**src/hdl/pointwise_small_matvec_assert.svh**
```systemverilog
// assertion macros for the pointwise small matrix-vector block
`ifndef POINTWISE_SMALL_MATVEC_ASSERT_SVH
`define POINTWISE_SMALL_MATVEC_ASSERT_SVH

// implication checked at every clock edge outside reset
`define PWMV_ASSERT_IMP(lbl, ante, cons, msg) \
    lbl: assert property (@(posedge clk) disable iff (!rst_n) (ante) |-> (cons)) \
        else $error(msg);

// next-cycle implication checked at every clock edge outside reset
`define PWMV_ASSERT_NEXT(lbl, ante, cons, msg) \
    lbl: assert property (@(posedge clk) disable iff (!rst_n) (ante) |=> (cons)) \
        else $error(msg);

`endif

```
**src/hdl/pwmv_pkg.sv**
```systemverilog
// shared types, constants and coefficient selection for the matrix-vector block
package pwmv_pkg;

    localparam int MAX_DIM   = 3;
    localparam int Q_W       = 32;
    localparam int PROD_W    = 2 * Q_W;
    localparam int SUM_W     = PROD_W + 2;
    localparam int FRAC_W    = 16;
    localparam int SHIFT_W   = SUM_W - FRAC_W;
    localparam int IN_FIELDS = MAX_DIM * MAX_DIM + MAX_DIM;
    localparam int IN_W      = IN_FIELDS * Q_W;
    localparam int OUT_W     = MAX_DIM * Q_W;
    localparam int IDX_W     = $clog2(MAX_DIM);
    localparam int DIM_W     = 2;
    localparam int CFG_IDX_W = 2;
    localparam int CFG_W     = 2;

    localparam logic signed [Q_W-1:0] Q_MAX = {1'b0, {(Q_W-1){1'b1}}};
    localparam logic signed [Q_W-1:0] Q_MIN = {1'b1, {(Q_W-1){1'b0}}};

    localparam logic [CFG_IDX_W-1:0] REG_LEFT_KIND     = 2'd0;
    localparam logic [CFG_IDX_W-1:0] REG_USE_TRANSPOSE = 2'd1;
    localparam logic [CFG_IDX_W-1:0] REG_DIM_IN_USE    = 2'd2;

    typedef enum logic [1:0] {
        KIND_SCALAR = 2'd0,
        KIND_DIAG   = 2'd1,
        KIND_FULL   = 2'd2
    } kind_t;

    typedef logic signed [Q_W-1:0] q16_t;
    typedef logic signed [PROD_W-1:0] prod_t;
    typedef q16_t q16_vec_t [MAX_DIM];
    typedef q16_vec_t q16_mat_t [MAX_DIM];

    typedef struct packed {
        logic en_prod;
        logic en_sum;
    } pwmv_ctrl_t;

    function automatic q16_t coef_sel(
        input kind_t              kind,
        input logic               transpose,
        input logic [DIM_W-1:0]   dim,
        input q16_mat_t           a,
        input logic [IDX_W-1:0]   r,
        input logic [IDX_W-1:0]   c
    );
        q16_t coef;
        coef = '0;
        if ((DIM_W'(c) < dim) && (DIM_W'(r) < dim))
        begin
            case (kind)
                KIND_SCALAR:
                begin
                    if (c == r)
                        coef = a[0][0];
                end
                KIND_DIAG:
                begin
                    if (c == r)
                        coef = a[r][r];
                end
                default:
                begin
                    coef = transpose ? a[c][r] : a[r][c];
                end
            endcase
        end
        return coef;
    endfunction

endpackage

```
**src/hdl/pwmv_merge.sv**
```systemverilog
// output stage: packs the lane results, merges clamp flags, holds the request
module pwmv_merge (
    input  logic                     clk,
    input  logic                     rst_n,
    input  logic                     in_valid,
    input  pwmv_pkg::q16_vec_t       lane_y,
    input  logic [pwmv_pkg::MAX_DIM-1:0] lane_sat,
    input  logic                     m_tready,
    output logic                     m_tvalid,
    output logic [pwmv_pkg::OUT_W-1:0] m_tdata,   // res_y0, res_y1, res_y2
    output logic                     m_tuser,   // saturated
    output logic                     load
);
    import pwmv_pkg::*;

    logic             valid_reg;
    logic             valid_next;
    logic [OUT_W-1:0] data_reg;
    logic [OUT_W-1:0] data_next;
    logic             sat_reg;
    logic             sat_next;

    assign load = !valid_reg || m_tready;

    always_comb
    begin
        for (int r = 0; r < MAX_DIM; r++)
        begin
            data_next[r*Q_W +: Q_W] = lane_y[r];
        end
        sat_next   = |lane_sat;
        valid_next = load ? in_valid : valid_reg;
    end

    always_ff @(posedge clk or negedge rst_n)
    begin
        if (!rst_n)
        begin
            valid_reg <= 1'b0;
        end
        else
        begin
            valid_reg <= valid_next;
        end
    end

    always_ff @(posedge clk)
    begin
        if (load)
        begin
            data_reg <= data_next;
            sat_reg  <= sat_next;
        end
    end

    assign m_tvalid = valid_reg;
    assign m_tdata  = data_reg;
    assign m_tuser  = sat_reg;

endmodule

```
**config.mk**
```make
export PLATFORM = sky130hd
export DESIGN_NAME = pwmv_merge
export DESIGN_NICKNAME = d
export VERILOG_FILES = /design/src/hdl/pointwise_small_matvec_assert.svh /design/src/hdl/pwmv_pkg.sv /design/src/hdl/pwmv_merge.sv
export SDC_FILE = /design/constraint.sdc
export NUM_CORES = 1
export LEC_CHECK = 0
export BUFFER_PORTS_ARGS = -buffer_cell sky130_fd_sc_hd__buf_2
export CORE_MARGIN = 1
export CORE_UTILIZATION = 44
export DETAILED_ROUTE_END_ITERATION = 7
export PLACE_DENSITY = 0.84
export SLEW_MARGIN = 40
export SYNTH_ARGS = -nofsm -noshare
export SYNTH_HDL_FRONTEND = slang
export SYNTH_SLANG_ARGS = --single-unit
```
**constraint.sdc**
```tcl
create_clock -name clk -period 11 [get_ports clk]
set_input_delay 2.2 -clock clk [delete_from_list [all_inputs] [get_ports clk]]
set_output_delay 2.2 -clock clk [all_outputs]
set_load 0.05 [all_outputs]
```
==> results of run 1 <==
==> stage by stage <==
step	util, %	worst slack, ps
2_1_floorplan	-	3879
3_3_place_gp	63.43	5762
3_5_place_dp	63.43	5731
4_1_cts	66.45	5730
5_1_grt	66.45	5702
6_report	66.45	5739
==> logic make-up (layout without fill, tap and decap cells) <==
| kind of cell | count (synthesis) | in the layout | share of synthesized area, % |
|---|---|---|---|
| flops | 98 | 98 | 99.36 |
| buf+inv | 0 | 218 | 0 |
| simple gates | 3 | 3 | 0.6349 |
==> where the power goes <==
group	switching (uW)	total, uW	internal (uW)
Combinational	115	145	29.9
Clock	132	221	88.5
Sequential	6.08	447	441
==> cell type report <==
| cell class | count | area (sq um) |
|---|---|---|
| flip-flops and latches | 98 | 2938 |
| fillers | 450 | 2155 |
| repair buffers | 202 | 1013 |
| clock buffers | 9 | 123.9 |
| well taps | 77 | 96.34 |
| clock inverters | 7 | 70.07 |
| multi-input cells | 3 | 26.28 |
==> cell usage after synthesis, drive strengths merged <==
| library cell | n |
|---|---|
| or3 | 1 |
| dfrtp | 1 |
| edfxtp | 97 |
| nand2b | 2 |
==> worst register-to-register path: cells and delay by family, from the launching register on <==
| kind | cells | cell delay (ps) |
|---|---|---|
| buf+inv | 1 | 720 |
| simple gates | 1 | 390 |
| flops | 1 | 420 |
==> path summary, 6_finish.rpt <==
check                      cells after the start  slack [ps]                     to
setup / recovery                               3        5740                   load
hold / removal                                 1         960  m_tdata[29]$_DFFE_PP_
setup reg to reg                               2        9080  m_tdata[58]$_DFFE_PP_
hold reg to reg                                1         960  m_tdata[29]$_DFFE_PP_
max in group asynchronous                      1        9310   m_tvalid$_DFFE_PN0P_
min in group asynchronous                      1        1600   m_tvalid$_DFFE_PN0P_
==> sequential cells by signal, summed over array words and instances, names as in the netlist <==
name	flops
m_tuser	1
m_tdata	96
m_tvalid	1
==> metal layers <==
layer	vias to the layer above	GRT usage (%)	wire (microns)
met5	-	0	0
met4	0	10.50	188
met3	16	7.517	641
met2	104	36.59	3825
met1	864	15.62	1989
li1	833	-	-
==> impl_metrics.json, run 1 <==
{
  "clock_skew_ps": 11.39,
  "dr.first_iter.drc_count": 109,
  "ios": 202,
  "die-area_sq_um": 7051,
  "die_width_microns": 83.97,
  "hold_path_class": "reg -> reg",
  "synth_area_sq_um": 2957,
  "vias": 1817,
  "drt_wl_total_microns": 6645,
  "vdd_drop_max_uv": 141.5,
  "timing.final.crit_share_pct": 47.83,
  "p_per_area_nw_per_um2": 190.5,
  "mostFrequentLayoutCells": "201 x buf_2, 97 x edfxtp_1, 9 x clkbuf_8",
  "n_antenna_cell": 0,
  "finalNetCount": 417,
  "instances_no_fill": 396,
  "cts_tree": "yes",
  "postLayoutCellArea_sq_um": 4268,
  "r2r-start": "m_tvalid$_DFFE_PN0P_",
  "cpPeakStageDelay_ps": 420,
  "htreeDepth": 3,
  "synth_seq_cells": 98,
  "max-slew-margin-rel_pct": 50.45,
  "grt_pass1_wl_microns": 9321,
  "slew_viol_final": 0,
  "cp-start-kind": "input pin",
  "cp.required_ps": 8800,
  "post-cts-setup-buffers": 0,
  "ys_types": 4,
  "rows": 29,
  "worst_pin_slew_ps": 743.3,
  "avgSynthCellArea_sq_um": 29.27,
  "drive_gt1_share_pct": 68.65,
  "status": "finished with violations",
  "finalSetupViolCount": 0,
  "cp.arrival_ps": 3060,
  "crit_slowest_cell": "nand2b_4",
  "hold_buffers": 0,
  "hp-start": "m_tvalid$_DFFE_PN0P_",
  "end_kind": "primary output",
  "cp_cell_sequence": "buf_2 -> nand2b_4 -> buf_2",
  "hold_ws_ps": 962.6,
  "synthCells": 101,
  "maxCapViolations": 0,
  "cp_max_fo": 37,
  "core_sq_um": 6422,
  "power_leakage_uw": 0.001886,
  "place_inst": 380,
  "globalRouteTotalUtil_pct": 18.83,
  "vias_per_cell": 4.588,
  "synth_area_leaders": "edfxtp_1 99%, dfrtp_1 0.85%, nand2b_1 0.42%",
  "clkTransAtPathRegs_ps": 100,
  "drt-pass1-iter-count": 6,
  "clock.fmax_ghz": 0.1901,
  "worstSetupStartpoint": "m_tready",
  "grt_setup_unrepaired": "false",
  "cpMostUsedCell": "buf_2",
  "crit_type": "in -> out",
  "synth_seq_area_share_pct": 99.37,
  "antenna_found_initial": 0,
  "place_area_sq_um": 4074,
  "ant_nets": 0,
  "layout_commonest_cell": "buf_2",
  "cts_made_buffers": 9,
  "ctsResizeCount": 0,
  "grt_pass1_vias": 1913,
  "clock_sinks": 98,
  "clk_latency_ps": 360,
  "finalHoldViolCount": 0,
  "crit_buf_inv": 2,
  "gp_congestion": 0.7243,
  "netlist.top_cell.by_area": "edfxtp_1",
  "numPortBuffers": 201,
  "wl_per_cell_microns": 16.78,
  "gr-total-overflow": 0,
  "yosys_warnings": 0,
  "synth_top_area_share_pct": 98.52,
  "tns_ps": 0,
  "syn_nets": 204,
  "min_period_ps": 5261,
  "initial_utilization_pct": 46.04,
  "critPathTopFamily": "buffers and inverters",
  "grt_max_degree": 64,
  "die_height_microns": 83.97,
  "clock_path_buffers": 2,
  "violations": "design-rule violations",
  "total_power_uw": 813.2,
  "cts-root-buf": "clkbuf_8",
  "syn_to_final_growth_pct": 44.35,
  "route.detailed.drc": 14
}
(Power assumes the default switching activity.)
==> inputs of run 2 (changes only) <==
--- a/config.mk
+++ b/config.mk
@@ -7,9 +7,9 @@
 export LEC_CHECK = 0
 export BUFFER_PORTS_ARGS = -buffer_cell sky130_fd_sc_hd__buf_2
 export CORE_MARGIN = 1
-export CORE_UTILIZATION = 44
+export CORE_UTILIZATION = 37
 export DETAILED_ROUTE_END_ITERATION = 7
-export PLACE_DENSITY = 0.84
+export PLACE_DENSITY = 0.76
 export SLEW_MARGIN = 40
 export SYNTH_ARGS = -nofsm -noshare
 export SYNTH_HDL_FRONTEND = slang
==> constraint.sdc (replaced) <==
create_clock -name clk -period 4.58 [get_ports clk]
set_input_delay 0.916 -clock clk [delete_from_list [all_inputs] [get_ports clk]]
set_output_delay 0.916 -clock clk [all_outputs]
set_load 0.05 [all_outputs]
==> run 2 against run 1 <==
  * Sequential power grew 140%
  * Final area grew 0.56%
  * Final cell count grew 6.6%
  * Worst setup slack lost 4000 ps
  * Register-to-register slack lost 6400 ps
  * Combinational power grew 140%
  * Critical path depth is the same
  * Non-clock buffer count is the same
  * Clock skew grew 2.2 ps
  * The flow now finishes without violations
  * Largest cell class unchanged
  * First-iteration DRC count shrank 33%
  * Hold slack lost 620 ps
  * Power grew 140%
==> impl_metrics.json, run 2 (synthesis results as in run 1) <==
{
  "clkTransAtPathRegs_ps": 90,
  "clock.fmax_ghz": 0.3574,
  "place_inst": 405,
  "critPathTopFamily": "simple AND/OR/NAND/NOR gates",
  "p_per_area_nw_per_um2": 449.3,
  "crit_type": "in -> out",
  "vias_per_cell": 4.218,
  "finalHoldViolCount": 0,
  "slew_viol_final": 0,
  "die_height_microns": 91.39,
  "globalRouteTotalUtil_pct": 14.19,
  "clk_latency_ps": 350,
  "fillers": 631,
  "max-slew-margin-rel_pct": 57.42,
  "core_sq_um": 7727,
  "layout_commonest_cell": "buf_2",
  "ios": 202,
  "r2r_end": "m_tdata[81]$_DFFE_PP_",
  "cts_made_buffers": 9,
  "rows": 32,
  "crit_buf_inv": 2,
  "vdd_drop_max_uv": 260.5,
  "numPortBuffers": 201,
  "finalSetupViolCount": 0,
  "wl_per_cell_microns": 14.41,
  "place_ws_ps": 1757,
  "cp_max_fo": 47,
  "multi_input_area_sq_um": 26.28,
  "tns_ps": 0,
  "drive_gt1_share_pct": 68.65,
  "r2r-start": "m_tvalid$_DFFE_PN0P_",
  "postLayoutCellArea_sq_um": 4292,
  "antenna_found_initial": 1,
  "syn_to_final_growth_pct": 45.15,
  "cp-start-kind": "input pin",
  "crit_slowest_cell": "nand2b_4",
  "htreeDepth": 3,
  "cpPeakStageDelay_ps": 510,
  "layout_setup_ws_ps": 1782,
  "timing.final.crit_share_pct": 61.09,
  "cp.arrival_ps": 1880,
  "grt_pass1_wl_microns": 8694,
  "die-area_sq_um": 8352,
  "clock_sinks": 98,
  "gr-total-overflow": 0,
  "vias": 1780,
  "min_period_ps": 2798,
  "cts_tree": "yes",
  "post-cts-setup-buffers": 0,
  "cpMostUsedCell": "buf_2",
  "grt_pass1_vias": 1750,
  "ant_nets": 0,
  "r2r_slack_ps": 2660,
  "power_leakage_uw": 0.001880,
  "route.detailed.drc": 0,
  "maxCapViolations": 0,
  "gp_congestion": 0.6899,
  "place_area_sq_um": 4105,
  "seq_area_sq_um": 2938,
  "ctsResizeCount": 0,
  "cp_cell_sequence": "buf_2 -> nand2b_4 -> buf_2",
  "drt_wl_total_microns": 6083,
  "largest_reg_flops": 96,
  "cts-root-buf": "clkbuf_8",
  "finalNetCount": 417,
  "hold_path_class": "in -> async",
  "dr.first_iter.drc_count": 73,
  "hold_buffers": 0,
  "mostFrequentLayoutCells": "201 x buf_2, 97 x edfxtp_1, 9 x clkbuf_8",
  "die_width_microns": 91.39,
  "drt-pass1-iter-count": 4,
  "status": "complete, no violations",
  "grt_setup_unrepaired": "false",
  "end_kind": "primary output",
  "clock_path_buffers": 2,
  "cp.required_ps": 3660,
  "clock_skew_ps": 13.55,
  "initial_utilization_pct": 38.26,
  "worst_pin_slew_ps": 638.7,
  "grt_max_degree": 54,
  "reg2reg_depth": 2,
  "instances_no_fill": 422
}
==> run 2: cell types whose count changed in the layout (fill, tap and decap cells not counted) <==
cell	previous run	this run
inv_6	3	1
clkinvlp_4	1	2
clkinv_2	0	1
clkinv_8	1	0
diode_2	0	1
inv_8	1	2
==> run 2: final cells by class <==
class                   count  share of cell area [%]
flip-flops and latches     98                   68.45
repair buffers            202                   23.62
well taps                 102                   2.974
clock buffers               9                   2.886
clock inverters             7                   1.399
multi-input cells           3                  0.6122
diodes                      1                 0.05831
==> run 2: how the worst max path moves through the flow <==
stage | startpoint | endpoint | slack [ps] | cells after the start
CTS | m_tready | load | 1750 | 3
detailed placement | m_tready | load | 1760 | 3
global placement | m_tready | load | 1800 | 3
finish | m_tready | load | 1780 | 3
global route | m_tready | load | 1710 | 3
floorplan | m_tready | load | 30 | 1
==> run 2: stage by stage <==
stage          power, uW  util, %  hold slack, ps
6_report            1928    55.54           338.6
5_1_grt             1994    55.51           320.0
4_1_cts             1951    55.51           318.1
3_5_place_dp        1444    53.13           699.7
3_3_place_gp        1437    53.13           700.0
2_1_floorplan       1342        -           620.4
==> run 2: power by group <==
part           switching (uW)  internal [uW]  total [uW]
combinational             274           71.9         346
clock                     301            207         508
sequential               15.0           1060        1070
==> run 2: metal layers <==
| metal | global-route usage, % | vias up | part of all wire [%] |
|---|---|---|---|
| li1 | - | 835 | - |
| met1 | 16.59 | 818 | 40 |
| met2 | 24.12 | 120 | 51 |
| met3 | 4.188 | 7 | 8.3 |
| met4 | 6.349 | 0 | 0.89 |
| met5 | 0 | - | 0 |
==> inputs of run 3 (changes only) <==
--- a/config.mk
+++ b/config.mk
@@ -7,9 +7,9 @@
 export LEC_CHECK = 0
 export BUFFER_PORTS_ARGS = -buffer_cell sky130_fd_sc_hd__buf_2
 export CORE_MARGIN = 1
-export CORE_UTILIZATION = 37
+export CORE_UTILIZATION = 41
 export DETAILED_ROUTE_END_ITERATION = 7
-export PLACE_DENSITY = 0.76
+export PLACE_DENSITY = 0.79
 export SLEW_MARGIN = 40
 export SYNTH_ARGS = -nofsm -noshare
 export SYNTH_HDL_FRONTEND = slang
==> constraint.sdc (replaced) <==
create_clock -name clk -period 2.67 [get_ports clk]
set_input_delay 0.534 -clock clk [delete_from_list [all_inputs] [get_ports clk]]
set_output_delay 0.534 -clock clk [all_outputs]
set_load 0.05 [all_outputs]
==> run 3 against run 2 <==
  * Global-route usage is 2.6 points higher
  * Clock skew is 5.6 ps lower
  * Worst setup slack worse by 970 ps
  * Die area is 9.5% lower
  * Clock power is 85% higher
  * Flip-flop and latch count stayed put
  * Register-to-register slack worse by 1600 ps
  * Wire length is 6.2% higher
  * Critical path type is now reg -> out
  * Highest routed layer unchanged
==> impl_metrics.json, run 3 (synthesis results as in run 1) <==
{
  "reg2reg_depth": 2,
  "max-slew-margin-rel_pct": 63.06,
  "finalSetupViolCount": 0,
  "ctsResizeCount": 0,
  "r2r_slack_ps": 1090,
  "cts-root-buf": "clkbuf_8",
  "p_per_area_nw_per_um2": 783.2,
  "min_period_ps": 1863,
  "cp-start-kind": "flop",
  "n_antenna_cell": 0,
  "post-cts-setup-buffers": 0,
  "ant_nets": 0,
  "drt_wl_total_microns": 6461,
  "syn_to_final_growth_pct": 45.92,
  "seq_area_sq_um": 2938,
  "grt_setup_unrepaired": "false",
  "grt_pass1_vias": 1836,
  "wl_per_cell_microns": 15.49,
  "cp.arrival_ps": 1330,
  "vdd_drop_max_uv": 498.7,
  "clock_skew_ps": 7.979,
  "final_util_pct": 62.81,
  "cts_tree": "yes",
  "status": "complete, no violations",
  "r2r_end": "m_tdata[81]$_DFFE_PP_",
  "endpoint": "load",
  "vias_per_cell": 4.276,
  "crit_slowest_cell": "dfrtp_1",
  "worstSetupStartpoint": "m_tvalid$_DFFE_PN0P_",
  "dr.first_iter.drc_count": 75,
  "antenna_found_initial": 0,
  "initial_utilization_pct": 43.04,
  "vias": 1783,
  "r2r-start": "m_tvalid$_DFFE_PN0P_",
  "timing.final.crit_share_pct": 69.76,
  "gp_congestion": 0.7121,
  "finalNetCount": 419,
  "clock.fmax_ghz": 0.5369,
  "total_power_uw": 3379,
  "cts_made_buffers": 9,
  "clock_sinks": 98,
  "drive_gt1_share_pct": 68.22,
  "cpPeakStageDelay_ps": 430,
  "clkTransAtPathRegs_ps": 100,
  "globalRouteTotalUtil_pct": 16.84,
  "tns_ps": 0,
  "largest_reg_flops": 96,
  "slew_viol_final": 0,
  "clock_path_buffers": 2,
  "fillers": 502,
  "cp_cell_sequence": "nand2b_4 -> buf_2",
  "die-area_sq_um": 7555,
  "die_height_microns": 86.92,
  "maxCapViolations": 0,
  "multi_input_area_sq_um": 26.28,
  "core_sq_um": 6869,
  "route.detailed.drc": 0,
  "clk_latency_ps": 350,
  "drt-pass1-iter-count": 4,
  "gr-total-overflow": 0,
  "layout_commonest_cell": "buf_2",
  "crit_type": "reg -> out",
  "mostFrequentLayoutCells": "201 x buf_2, 97 x edfxtp_1, 9 x clkbuf_8",
  "numPortBuffers": 201,
  "cp.required_ps": 2140,
  "power_leakage_uw": 0.001893,
  "grt_pass1_wl_microns": 8956,
  "worst_pin_slew_ps": 554.1,
  "rows": 30,
  "hold_path_class": "in -> reg",
  "htreeDepth": 3,
  "die_width_microns": 86.92,
  "grt_max_degree": 46,
  "cp_max_fo": 19,
  "finalHoldViolCount": 0,
  "ios": 202,
  "end_kind": "primary output"
}
run 3: cell types whose count changed in the layout (fill, tap and decap cells not counted), sizes merged:
cell,before,now
buf,202,203
bufinv,0,1
diode,1,0
dlygate4sd3,0,1
inv,3,2
run 3: through the flow:
step,worst slack (ps),hold slack (ps),cells,area [sq um]
global route,726.9,330.2,417,4314
finish,807.3,352.2,417,4314
global placement,897.2,312.3,400,4105
floorplan,121.5,238.4,101,2959
detailed placement,875.0,311.8,400,4105
CTS,785.2,332.8,417,4314
run 3: how the worst min path moves through the flow:
stage	from	to	slack, ps	cells after the start
3_3_place_gp	rst_n	m_tvalid$_DFFE_PN0P_	310	1
2_1_floorplan	rst_n	m_tvalid$_DFFE_PN0P_	240	0
5_1_grt	lane_y[50]	m_tdata[50]$_DFFE_PP_	330	1
3_5_place_dp	rst_n	m_tvalid$_DFFE_PN0P_	310	1
6_report	lane_y[95]	m_tdata[31]$_DFFE_PP_	350	1
4_1_cts	lane_y[14]	m_tdata[78]$_DFFE_PP_	330	1
run 3: power breakdown:
part / total (uW) / switching [uW] / leakage [uW] / internal (uW)
Sequential: 1840 / 24.6 / 0.000984 / 1820
Combinational: 599 / 474 / 0.000815 / 126
Clock: 939 / 501 / 0.0000939 / 438
Total: 3380 / 999 / 0.00189 / 2380
run 3: worst max-delay path: cells and delay by family, from the launching register on:
family	cells	cell delay (ps)
buffers and inverters	1	320
DFF	1	430
and+or+nand+nor	1	240
run 3: what timing repair did:
action                                 CTS  global route
hold buffers                             1             0
setup endpoints to repair                0             0
endpoints found under the hold margin    1             0
run 3: final cells by class:
type                    count  share of cell area (%)
clock inverters             7                   1.740
well taps                  96                   2.784
multi-input cells           3                  0.6090
clock buffers               9                   2.871
repair buffers            204                   23.90
flip-flops and latches     98                   68.10
run 3: routing by layer:
layer | part of all wire, % | global-route usage, %
met2 | 58 | 32.36
met3 | 8.5 | 6.445
met5 | 0 | 0
met4 | 1.0 | 7.273
met1 | 32 | 15.53
